File: src/rtl/core/cud_pkg.sv
// shared types, constants and tables for the cud quasi-random generator
package cud_pkg;

  // sequence shape
  localparam int STAGES        = 16;
  localparam int FRACTION_BITS = 32;

  // field widths
  localparam int MULT_W  = 31;
  localparam int STAGE_W = 4;
  localparam int FRAC_W  = 32;

  // log table: ln(p) for the first sixteen primes, unsigned Q3.61 in 64 bits
  localparam int ROM_DEPTH  = 16;
  localparam int ROM_IDX_W  = 4;
  localparam int ROM_W      = 64;
  localparam int LOG_FRAC   = 61;
  localparam int FRAC_SHIFT = LOG_FRAC - FRACTION_BITS;
  localparam int LO_W       = 32;
  localparam int HI_W       = LOG_FRAC - LO_W;
  localparam int PLO_W      = MULT_W + LO_W;

  // table builder: ln(n) accumulated in Q2.62 up to the last prime
  localparam int N_W      = 6;
  localparam int LAST_N   = 53;
  localparam int SLOT_W   = 5;
  localparam int K_W      = 5;
  localparam int Q_W      = 7;
  localparam int DEN_W    = 14;
  localparam int DIV_W    = 63;
  localparam int DIV_CNT_W = 6;
  localparam int ACC_W    = 64;

  // decoupling queue
  localparam int QUEUE_DEPTH = 4;
  localparam int QPTR_W      = $clog2(QUEUE_DEPTH);
  localparam int QCNT_W      = $clog2(QUEUE_DEPTH + 1);

  // register map
  localparam int REG_IDX_W = 1;
  localparam logic [REG_IDX_W-1:0] REG_START = 1'b0;

  typedef enum logic [2:0] {
    INIT_NEXT_N,
    INIT_WAIT_T0,
    INIT_TERM,
    INIT_WAIT_SUM,
    INIT_WAIT_T,
    INIT_ACC,
    INIT_DONE
  } init_state_t;

  // one draw as classified by the front end
  typedef struct packed {
    logic [MULT_W-1:0]    mult;
    logic [ROM_IDX_W-1:0] idx;
    logic [STAGE_W-1:0]   stage;
    logic                 wrapped;
  } cud_item_t;

  // configuration write toward the front end
  typedef struct packed {
    logic              we;
    logic [MULT_W-1:0] data;
  } cud_cfg_wr_t;

  function automatic logic [N_W-1:0] cud_prime(input logic [ROM_IDX_W-1:0] idx);
    logic [N_W-1:0] p;
    unique case (idx)
      4'd0:    p = 6'd2;
      4'd1:    p = 6'd3;
      4'd2:    p = 6'd5;
      4'd3:    p = 6'd7;
      4'd4:    p = 6'd11;
      4'd5:    p = 6'd13;
      4'd6:    p = 6'd17;
      4'd7:    p = 6'd19;
      4'd8:    p = 6'd23;
      4'd9:    p = 6'd29;
      4'd10:   p = 6'd31;
      4'd11:   p = 6'd37;
      4'd12:   p = 6'd41;
      4'd13:   p = 6'd43;
      4'd14:   p = 6'd47;
      default: p = 6'd53;
    endcase
    return p;
  endfunction

  function automatic logic [MULT_W-1:0] cud_stage_limit(input logic [STAGE_W-1:0] s);
    logic [MULT_W-1:0] lim;
    unique case (s)
      4'd0:    lim = 31'd2;
      4'd1:    lim = 31'd2;
      4'd2:    lim = 31'd4;
      4'd3:    lim = 31'd15;
      4'd4:    lim = 31'd65;
      4'd5:    lim = 31'd315;
      4'd6:    lim = 31'd1586;
      4'd7:    lim = 31'd8036;
      4'd8:    lim = 31'd40448;
      4'd9:    lim = 31'd200401;
      4'd10:   lim = 31'd972536;
      4'd11:   lim = 31'd4609846;
      4'd12:   lim = 31'd21310545;
      4'd13:   lim = 31'd96017492;
      4'd14:   lim = 31'd421606654;
      default: lim = 31'd1804551131;
    endcase
    return lim;
  endfunction

endpackage

File: src/rtl/core/cud_queue.sv
// short queue of classified draws between front and back end
module cud_queue import cud_pkg::*; (
  input  logic      clk,
  input  logic      rst_n,
  input  logic      push,
  input  cud_item_t push_item,
  output logic      full,
  input  logic      pop,
  output logic      empty,
  output cud_item_t pop_item
);

  cud_item_t         slot_r [QUEUE_DEPTH];
  logic [QPTR_W-1:0] wr_ptr_r;
  logic [QPTR_W-1:0] rd_ptr_r;
  logic [QCNT_W-1:0] count_r;

  assign full     = (count_r == QCNT_W'(QUEUE_DEPTH));
  assign empty    = (count_r == '0);
  assign pop_item = slot_r[rd_ptr_r];

  always_ff @(posedge clk) begin
    if (!rst_n) begin
      wr_ptr_r <= '0;
      rd_ptr_r <= '0;
      count_r  <= '0;
    end else begin
      if (push) begin
        wr_ptr_r <= (wr_ptr_r == QPTR_W'(QUEUE_DEPTH - 1)) ? '0 : wr_ptr_r + QPTR_W'(1);
      end
      if (pop) begin
        rd_ptr_r <= (rd_ptr_r == QPTR_W'(QUEUE_DEPTH - 1)) ? '0 : rd_ptr_r + QPTR_W'(1);
      end
      if (push && !pop) begin
        count_r <= count_r + QCNT_W'(1);
      end else if (pop && !push) begin
        count_r <= count_r - QCNT_W'(1);
      end
    end
  end

  always_ff @(posedge clk) begin
    if (push) begin
      slot_r[wr_ptr_r] <= push_item;
    end
  end

endmodule

File: config.mk
export PLATFORM = sky130hd
export DESIGN_NAME = cud_queue
export DESIGN_NICKNAME = d
export VERILOG_FILES = /design/src/rtl/core/cud_pkg.sv /design/src/rtl/core/cud_queue.sv
export SDC_FILE = /design/constraint.sdc
export NUM_CORES = 1
export LEC_CHECK = 0
export BUFFER_PORTS_ARGS = -buffer_cell sky130_fd_sc_hd__buf_4
export CORE_UTILIZATION = 61
export CTS_CLUSTER_SIZE = 8
export DETAILED_ROUTE_END_ITERATION = 10
export PLACE_DENSITY = 0.84
export SETUP_SLACK_MARGIN = 0.05
export SKIP_CTS_REPAIR_TIMING = 1
export SLEW_MARGIN = 30
export SYNTH_ARGS = -nofsm -noshare
export SYNTH_HDL_FRONTEND = slang
export SYNTH_SLANG_ARGS = --single-unit
File: constraint.sdc
create_clock -name clk -period 4.9 [get_ports clk]
set_input_delay 0.735 -clock clk [delete_from_list [all_inputs] [get_ports clk]]
set_output_delay 0.735 -clock clk [all_outputs]
set_load 0.005 [all_outputs]
* Word level (Yosys, flattened, before mapping) *
Memories as Yosys holds them, arrays and structs flattened. A register that Yosys moved wholly into a read port is not among the register bits.
Index checks and enable logic that the tools add are counted.

operators by class
  add/subtract/negate cells = 4
  equal/unequal tests = 3
  mux-type cells = 8
  reduce and logical (&&, ||, !) cells = 6

operators with widths
  kind                                                                 count
  2-bit two-way mux                                                    4
  3-bit two-way mux                                                    2
  2-bit by 1-bit adder with 2-bit output (second input constant)       2
  2-bit == test (second input constant)                                2
  3-bit by 1-bit adder with 3-bit output (second input constant)       1
  3-bit == test (second input constant)                                1
  3-bit zero test                                                      1
  3-bit by 1-bit subtractor with 3-bit output (second input constant)  1
  1-bit logical AND                                                    2
  1-bit zero test                                                      2
  1-bit two-way mux                                                    2
  2-bit nonzero test                                                   1

word-level totals
  register bits = 7
  memory bits (writable) = 160
  output and inout port bits = 42
  memories kept = 1

memory list
  memory  words  bits a word  read ports  clocked after Yosys merged registers in  wr ports  RTL line         source
  slot_r  4      40           1           1                                        1         cud_queue.sv:13  cud_item_t slot_r [QUEUE_DEPTH];

* Longest topological paths before layout *
Gate-level depths: netlist (run 1).

  word-level depth = 4
  gate-level depth with buffers = 7
  mapped depth without buffers = 7

* Worst setup path before layout (run 1) *
Ideal clock, no wire load.

  path kind = input to register
  from = input port push
  to = memory slot_r[0][0] (netlist bit) (enable)
  setup time = 401 ps
  data arrival time = 1,707 ps
  required time = 4,499 ps
  setup slack = 2,792 ps
  cell stages on the path = 1
  buffers on the path = 0
  path through = and2_1

between the ends
  cells in the longest elaborated chain, start to end = 2

ends and longest elaborated chain
  element                                  RTL line         source
  start, declared                          cud_queue.sv:5   input logic push,
  1-bit two-way mux                        cud_queue.sv:43  if (push) begin
  1-bit two-way mux (implied by the code)  cud_queue.sv:44  slot_r[wr_ptr_r] <= push_item;
  end, declared                            cud_queue.sv:13

No other way between the ends.

==> results of run 1 <==
-- power by group --
| group | leakage [nW] | switching (W) | internal [W] |
|---|---|---|---|
| registers | 1.55 | 0.0000451 | 0.00165 |
| logic | 0.768 | 0.000105 | 0.000157 |
| clock network | 0.257 | 0.000491 | 0.000712 |
| total | 2.57 | 0.000642 | 0.00252 |
-- layout by cell type, fill, tap and decap left out --
cell        instances
nor2_1              1
clkinv_2            4
and2_4              4
inv_1               4
nor3_1              2
clkinv_1            3
dfxtp_1             7
mux4_2             40
o21a_1              1
ha_1                6
xor2_1              1
mux2i_1             4
buf_4              85
clkinvlp_4          2
nor2b_1             5
xnor2_1             1
o21ai_0             1
clkbuf_16          16
dfxtp_4             2
clkbuf_1            3
clkbuf_8            1
fa_1                1
nor3b_1             1
a21boi_0            1
or3_1               1
edfxtp_1          160
bufinv_16           2
and2_1              1
-- state kept, by name, summed over array words and instances, names as in the netlist, named ones only --
| name | cells |
|---|---|
| rd_ptr_r | 2 |
| wr_ptr_r | 2 |
| slot_r | 160 |
| count_r | 3 |
-- worst max-delay path: stages (launching register included) --
cell,delay [ns]
dfxtp_4,0.89
mux4_2,0.63
buf_4,0.16
-- worst paths after layout --
path | startpoint | endpoint | cells after the start
hold reg to reg | count_r[2]$_SDFFE_PN0P_ | count_r[2]$_SDFFE_PN0P_ | 2
setup reg to reg | wr_ptr_r[0]$_SDFFE_PN0P_ | slot_r[3][7]$_DFFE_PP_ | 2
setup / recovery | flip-flop | pop_item[4] | 2
hold / removal | push_item[0] | slot_r[2][0]$_DFFE_PP_ | 1
-- routing by layer --
metal  up-vias  global-route usage, %  wire (µm)  share of wire (%)
met1      1495                   28.5       4410                 41
met2       106                   34.8       5480                 51
met4         0                   10.9        256                2.4
met3        19                   6.12        558                5.2
li1       1251                      -          -                  -
met5         -                      0          0                  0
-- cells in the mapped netlist, drive strengths merged --
cell type,instances
ha,6
nor2b,5
inv,4
dfxtp,9
xor2,1
xnor2,1
a21boi,1
o21a,1
nor3b,1
o21ai,1
nor3,2
and2,5
mux4,40
nor2,1
edfxtp,160
mux2i,4
fa,1
or3,1
buf,9
-- logic make-up after synthesis --
kind of cell	Yosys count	synth area share [%]
flip-flops	169	79.4
AO/OA/AOI/OAI	3	0.319
multiplexers	44	15.0
buffers and inverters	13	2.01
XOR/XNOR	2	0.279
adder cells (fa/ha/maj)	7	1.52
AND/OR/NAND/NOR	15	1.44
-- metrics by stage --
stage / hold WS, ns / worst slack [ns]
after floorplan: 0.472 / 2.79
after global placement: 0.489 / 2.44
after detailed placement: 0.520 / 2.44
after CTS: 0.395 / 1.88
after global routing: 0.395 / 1.78
final: 0.414 / 1.96
-- cell type report --
type	count	area [µm²]	area share [%]
Timing Repair Buffer	85	638	8.49
Clock inverter	11	106	1.41
Sequential cell	169	4990	66.4
Inverter	4	15.0	0.200
Multi-Input combinational cell	71	1170	15.6
Tap cell	133	166	2.21
Clock buffer	20	425	5.66
==> results.toml, run 1 <==
[yosys]
netlist_area_mm2 = 0.00627
syn_avg_cell_area_um2 = 24.8
synth_seq_cells = 169
yosys-top-cells-area = "edfxtp_1 77%, mux4_2 14%, dfxtp_1 2.9%"
syn-num-nets = 304
synth_cell_types = 21
yosys.area.top_type = "edfxtp_1"
yosys.area.top_type_share_pct = 76.6
ys_seq_area_share_pct = 79.4
synthCells = 253
yosys_warnings = 0

[setup_path]
cp.arrival_ns = 2.20
worstPathRequired_ns = 4.16
end_kind = "primary output"
critPathLaunchType = "flip-flop"
worstPathMaxFanout = 40
r2r_slack_ns = 3.29
path_class = "reg2out"

[cells_and_area]
syn2layout_area_growth_pct = 19.8
nFillCells = 522
fin_cells = 493
fin_area_mm2 = 0.00752
drive_gt1_share_pct = 43.3
final_core_util_pct = 76.2
finalNetCount = 399
antenna_cells = 0

[sta]
fin_skew_ns = 0.00496
slew_viol_final = 0
finalCriticalPeriod_ns = 2.94
tns_ns = 0
rsz0062_at_grt = "no"
max_slew.worst_pin.slew_ns = 0.809
setup_violations = 0
period_share_pct = 60.0
maxSlewHeadroom_pct = 46.1
finalHoldViolCount = 0
clock.fmax_ghz = 0.340

[pwr]
power_density_mw_per_mm2 = 421
cellLeakagePower_nw = 2.57
finalPower_w = 0.00316
vdd.ir_drop.worst_v = 0.000218

[place]
dpl-instance-area_mm2 = 0.00699
port_buffers = 85
place_inst = 462
globalplace.congestion = 0.632
hpwl_um = 5820

[min_path]
hp-class = "in2reg"

[global_routing]
grt_usage_pct = 22.0
grt_pass1_vias = 2990
grt_start_max_net_pins = 41
antenna_found_initial = 0
grt_first_pass_wirelength_um = 16000
overflow = 0

[die]
die_w_um = 103
rows = 36
io_pins = 86
chipHeight_um = 103
coreArea_mm2 = 0.00986
dieArea_mm2 = 0.0107
initial_core_util_pct = 63.6

[drt]
ant_nets = 0
drtIter0Drc = 104
num_vias = 2871
vias_per_cell = 5.82
routed_wl_um = 10700
drt_pass1_iterations = 4
drc_errors = 0
wl_per_cell_um = 21.7

[clock_tree]
htree_levels = 4
cts_max_path_buffers = 2
clk_latency_ns = 0.52
clock-root-buffer = "clkbuf_8"
cts_sinks = 169
path_clk_slew_ns = 0.06
cts_made_buffers = 17
cts_tree = "yes"

[run_status]
status = "complete, no violations"

[job]
maxCapViolCount = 0
(Power assumes the default switching activity.)
==> run 2, diff against run 1 <==
CORE_UTILIZATION = 57   (was 61)
PLACE_DENSITY = 0.79   (was 0.84)
clock period = 3.07 ns   (was 4.9 ns; I/O delays follow)
==> results.toml, run 2 (synthesis gave the netlist of run 1 again) <==
[clock_tree]
cts_tree = "yes"
clock-root-buffer = "clkbuf_8"
clk_latency_ns = 0.51
path_clk_slew_ns = 0.07
htree_levels = 4
cts_made_buffers = 17
cts_sinks = 169
cts_max_path_buffers = 2

[pwr]
cellLeakagePower_nw = 2.67
vdd.ir_drop.worst_v = 0.000389
power_density_mw_per_mm2 = 699
finalPower_w = 0.00539

[die]
io_pins = 86
initial_core_util_pct = 59.7
die_w_um = 107
chipHeight_um = 107
dieArea_mm2 = 0.0114
coreArea_mm2 = 0.0105
rows = 37

[cells_and_area]
fin_cells = 506
final_cell_mix = "160 x edfxtp_1, 92 x buf_4, 40 x mux4_2, 16 x clkbuf_16, 7 x dfxtp_1"
drive_gt1_share_pct = 46.2
syn2layout_area_growth_pct = 22.9
final_core_util_pct = 73.4
top_regs = "slot_r: 160 flops, count_r: 3 flops"
antenna_cells = 0
final_common_cell = "edfxtp_1"
largest_reg_flops = 160
largest_register = "slot_r"
finalNetCount = 408

[global_routing]
overflow = 0
grt_start_max_net_pins = 29
grt_usage_pct = 20.8
grt_pass1_vias = 3022
antenna_found_initial = 0
grt_first_pass_wirelength_um = 16500

[drt]
ant_nets = 0
wl_met3_um = 536
routed_wl_um = 10900
drt_pass1_iterations = 5
num_vias = 2878
wl_per_cell_um = 21.6
drtIter0Drc = 157
wl_met2_um = 5860
routedLengthMet1_um = 4380
top_layer_used = "met4"
vias_per_cell = 5.69
drc_errors = 0

[setup_path]
worstPathMaxFanout = 24
r2r-start = "wr_ptr_r[0]$_SDFFE_PN0P_"
r2r_slack_ns = 1.24
cp.arrival_ns = 2.11
crit_path_max_incr_delay_ns = 0.58
crit_chain = "buf_12 -> mux4_2 -> buf_4"
end_kind = "primary output"
path_class = "reg2out"
worstPathRequired_ns = 2.61
critPathLaunchType = "flip-flop"
reg2regPathDepth = 3
worstSetupEndpoint = "pop_item[0]"
crit_slowest_cell = "dfxtp_4"
worstReg2RegEnd = "slot_r[3][18]$_DFFE_PP_"

[run_status]
status = "complete, no violations"

[sta]
finalCriticalPeriod_ns = 2.57
fin_skew_ns = 0.00617
setup_violations = 0
maxSlewHeadroom_pct = 68.6
tns_ns = 0
rsz0062_at_grt = "no"
max_slew.worst_pin.slew_ns = 0.472
period_share_pct = 83.6
clock.fmax_ghz = 0.389
slew_viol_final = 0
worst_slack_ns = 0.503
finalHoldViolCount = 0

[job]
maxCapViolCount = 0

[place]
port_buffers = 85
hpwl_um = 6700
pre_cts_slack_ns = 1.01
place_inst = 474
globalplace.congestion = 0.734

[min_path]
hp-class = "in2reg"
-- run 2: cell count changes in the layout (fill, tap and decap cells not counted), sizes merged --
cell | previous run | this run
inv | 4 | 8
clkinv | 7 | 3
clkinvlp | 2 | 3
clkbuf | 20 | 17
buf | 85 | 94
bufinv | 2 | 5
-- run 2: routing by layer --
| layer | global-route usage [%] | vias to the layer above |
|---|---|---|
| met5 | 0 | - |
| met4 | 8.71 | 0 |
| met3 | 6.50 | 10 |
| met2 | 34.6 | 87 |
| met1 | 25.5 | 1509 |
| li1 | - | 1272 |
-- run 2: cell type report --
class | instances | area, µm²
Sequential cell | 169 | 4990
Multi-Input combinational cell | 71 | 1170
Fill cell | 604 | 2800
Clock inverter | 15 | 221
Tap cell | 136 | 170
Timing Repair Buffer | 94 | 731
Inverter | 4 | 15.0
Clock buffer | 17 | 414
-- run 2: how the worst min path moves through the flow --
| stage | to | startpoint | slack, ns | cells after the start |
|---|---|---|---|---|
| after CTS | slot_r[3][34]$_DFFE_PP_ | push_item[34] | 0.11 | 1 |
| after detailed placement | count_r[2]$_SDFFE_PN0P_ | count_r[2]$_SDFFE_PN0P_ | 0.52 | 2 |
| after global routing | slot_r[2][29]$_DFFE_PP_ | push_item[29] | 0.11 | 1 |
| final | slot_r[3][34]$_DFFE_PP_ | push_item[34] | 0.14 | 1 |
| after global placement | count_r[2]$_SDFFE_PN0P_ | count_r[2]$_SDFFE_PN0P_ | 0.49 | 2 |
| after floorplan | count_r[2]$_SDFFE_PN0P_ | count_r[2]$_SDFFE_PN0P_ | 0.47 | 2 |
-- run 2: metrics by stage --
| stage | instance area [µm²] | hold WS (ns) |
|---|---|---|
| final | 7710 | 0.143 |
| after detailed placement | 7070 | 0.525 |
| after global placement | 7070 | 0.493 |
| after global routing | 7710 | 0.110 |
| after floorplan | 6270 | 0.472 |
| after CTS | 7710 | 0.111 |
-- run 2: where the power goes --
part	internal (W)	leakage [nW]	switching, W	total, W
combinational	0.000262	0.819	0.000196	0.000458
clock	0.00141	0.303	0.000839	0.00225
sequential	0.00264	1.54	0.0000510	0.00269
total	0.00431	2.67	0.00109	0.00539
-- run 2: critical path: cells and delay by family, from the launching register on --
kind | cells | cell delay, ns
flip-flops | 1 | 0.58
multiplexers | 1 | 0.56
buffers and inverters | 2 | 0.44
==> run 3, diff against run 2 <==
ABC_AREA = 1   (was default)
clock period = 2.5 ns   (was 3.07 ns; I/O delays follow)
==> results.toml, run 3 <==
[pwr]
pwr-share-comb_pct = 10.2
p_int_w = 0.00497
vdd.ir_drop.worst_v = 0.000498
power_density_mw_per_mm2 = 822
cellLeakagePower_nw = 2.78
power_frac_seq_pct = 51.5
p_clk_share_pct = 38.3
p_sw_w = 0.00139
p_sw_share_pct = 21.8

[clock_tree]
cts_made_buffers = 17
clk_latency_ns = 0.41
cts_max_path_buffers = 2
clock-root-buffer = "clkbuf_16"
htree_levels = 4
cts_tree = "yes"
cts_sinks = 169
path_clk_slew_ns = 0.06

[cells_and_area]
largest_register = "slot_r"
nFillCells = 699
final_cell_mix = "160 x edfxtp_1, 90 x buf_4, 88 x nor2_1, 43 x o21ai_0, 40 x o22ai_1"
syn2layout_area_growth_pct = 18.8
largest_reg_flops = 160
top_regs = "slot_r: 160 flops, count_r: 3 flops"
drive_gt1_share_pct = 23.8
antenna_cells = 0
final_common_cell = "edfxtp_1"
finalNetCount = 585
fin_area_mm2 = 0.00774

[drt]
drtIter0Drc = 293
wl_per_cell_um = 17.6
num_vias = 3845
drt_pass1_iterations = 5
vias_per_cell = 5.60
routed_wl_um = 12100
drc_errors = 0
ant_nets = 0

[global_routing]
grt_first_pass_wirelength_um = 18800
grt_pass1_vias = 3809
overflow = 0
grt_usage_pct = 22.0
grt_start_max_net_pins = 81
antenna_found_initial = 0

[sta]
period_share_pct = 92.9
whs_ns = 0.159
setup_violations = 0
slew_viol_final = 0
max_slew.worst_pin.slew_ns = 0.494
finalHoldViolCount = 0
finalCriticalPeriod_ns = 2.32
clock.fmax_ghz = 0.430
fin_skew_ns = 0.00673
maxSlewHeadroom_pct = 67.1
rsz0062_at_grt = "no"
tns_ns = 0

[setup_path]
cp.arrival_ns = 1.95
end_kind = "primary output"
crit_path_max_incr_delay_ns = 0.62
worstPathMaxFanout = 26
cp_common_cell = "buf_4"
crit_slowest_cell = "dfxtp_2"
crit_chain = "buf_4 -> o21ai_0 -> o22ai_1 -> buf_4"
critPathLaunchType = "flip-flop"
crit_buf_inv = 2
worstPathRequired_ns = 2.12
critPathTopFamily = "flip-flops"
path_class = "reg2out"

[job]
maxCapViolCount = 0

[yosys]
async_flop_share_pct = 0
netlist_area_mm2 = 0.00651
synth_edf_count = 160
yosys_warnings = 0
ys_seq_area_share_pct = 76.6
synth_flop_cell = "edfxtp_1"
syn_avg_cell_area_um2 = 14.6
yosys.area.top_type_share_pct = 73.8
yosysMostFrequentCell = "edfxtp_1"
syn-num-nets = 497
synthTopCellsByCount = "160 x edfxtp_1, 88 x nor2_1, 43 x o21ai_0, 40 x o22ai_1, 37 x o21ai_1"
yosys.area.top_type = "edfxtp_1"
synth_cell_types = 22
synthCells = 446
synth_seq_cells = 169
yosys-top-cells-area = "edfxtp_1 74%, nor2_1 5.1%, o22ai_1 3.8%"

[run_status]
status = "complete, no violations"

[die]
io_pins = 86
dieArea_mm2 = 0.0119
die_w_um = 109
rows = 38
initial_core_util_pct = 59.3
chipHeight_um = 109
coreArea_mm2 = 0.0110

[place]
port_buffers = 85
hpwl_um = 6900
globalplace.congestion = 0.763
dpl-instance-area_mm2 = 0.00718

[min_path]
hp-class = "in2reg"
==> run 3: worst paths after layout <==
path / to / slack (ns) / depth (start not counted) / start
worst min register to register: wr_ptr_r[1]$_SDFFE_PN0P_ / 0.53 / 2 / wr_ptr_r[1]$_SDFFE_PN0P_
worst max register to register: slot_r[2][7]$_DFFE_PP_ / 0.94 / 5 / wr_ptr_r[0]$_SDFFE_PN0P_
worst min-delay path: slot_r[1][25]$_DFFE_PP_ / 0.16 / 1 / push_item[25]
worst max-delay path: pop_item[35] / 0.18 / 4 / flip-flop
==> run 3: cell type report <==
cell class	count	area (µm²)	area share, %
Sequential cell	169	4990	64.4
Multi-Input combinational cell	236	1190	15.3
Timing Repair Buffer	94	756	9.77
Clock buffer	18	429	5.55
Tap cell	140	175	2.26
Clock inverter	13	131	1.70
Inverter	16	72.6	0.938
==> run 3: logic make-up (layout without fill, tap and decap cells) <==
| family | Yosys count | after routing | synth area share, % |
|---|---|---|---|
| compound gates | 126 | 126 | 10.6 |
| xor+xnor | 1 | 1 | 0.135 |
| fa+ha+maj | 7 | 7 | 1.46 |
| buf+inv | 41 | 141 | 5.21 |
| flops | 169 | 169 | 76.6 |
| simple gates | 102 | 102 | 6.01 |
==> run 3: routing by layer <==
metal / track usage, % / share of wire, % / up-vias
li1: - / - / 1836
met1: 26.7 / 41 / 1865
met2: 36.9 / 51 / 133
met3: 6.40 / 7.1 / 11
met4: 9.27 / 1.4 / 0
met5: 0 / 0 / -
==> run 3: per-stage QoR <==
step	total power, W	utilization (%)	cells	setup slack [ns]
floorplan	0.00368	-	446	0.730
global placement	0.00396	65.3	655	0.668
detailed placement	0.00398	65.3	655	0.627
CTS	0.00639	70.4	686	0.193
global route	0.00659	70.4	686	0.0799
finish	0.00636	70.4	686	0.177
==> run 3: power groups by stage <==
stage	logic, W	registers (W)	clock network (W)
final	0.000647	0.00328	0.00244
after global routing	0.000714	0.00329	0.00259
after CTS	0.000654	0.00328	0.00246
after detailed placement	0.000649	0.00334	0
after global placement	0.000627	0.00333	0
after floorplan	0.000362	0.00332	0
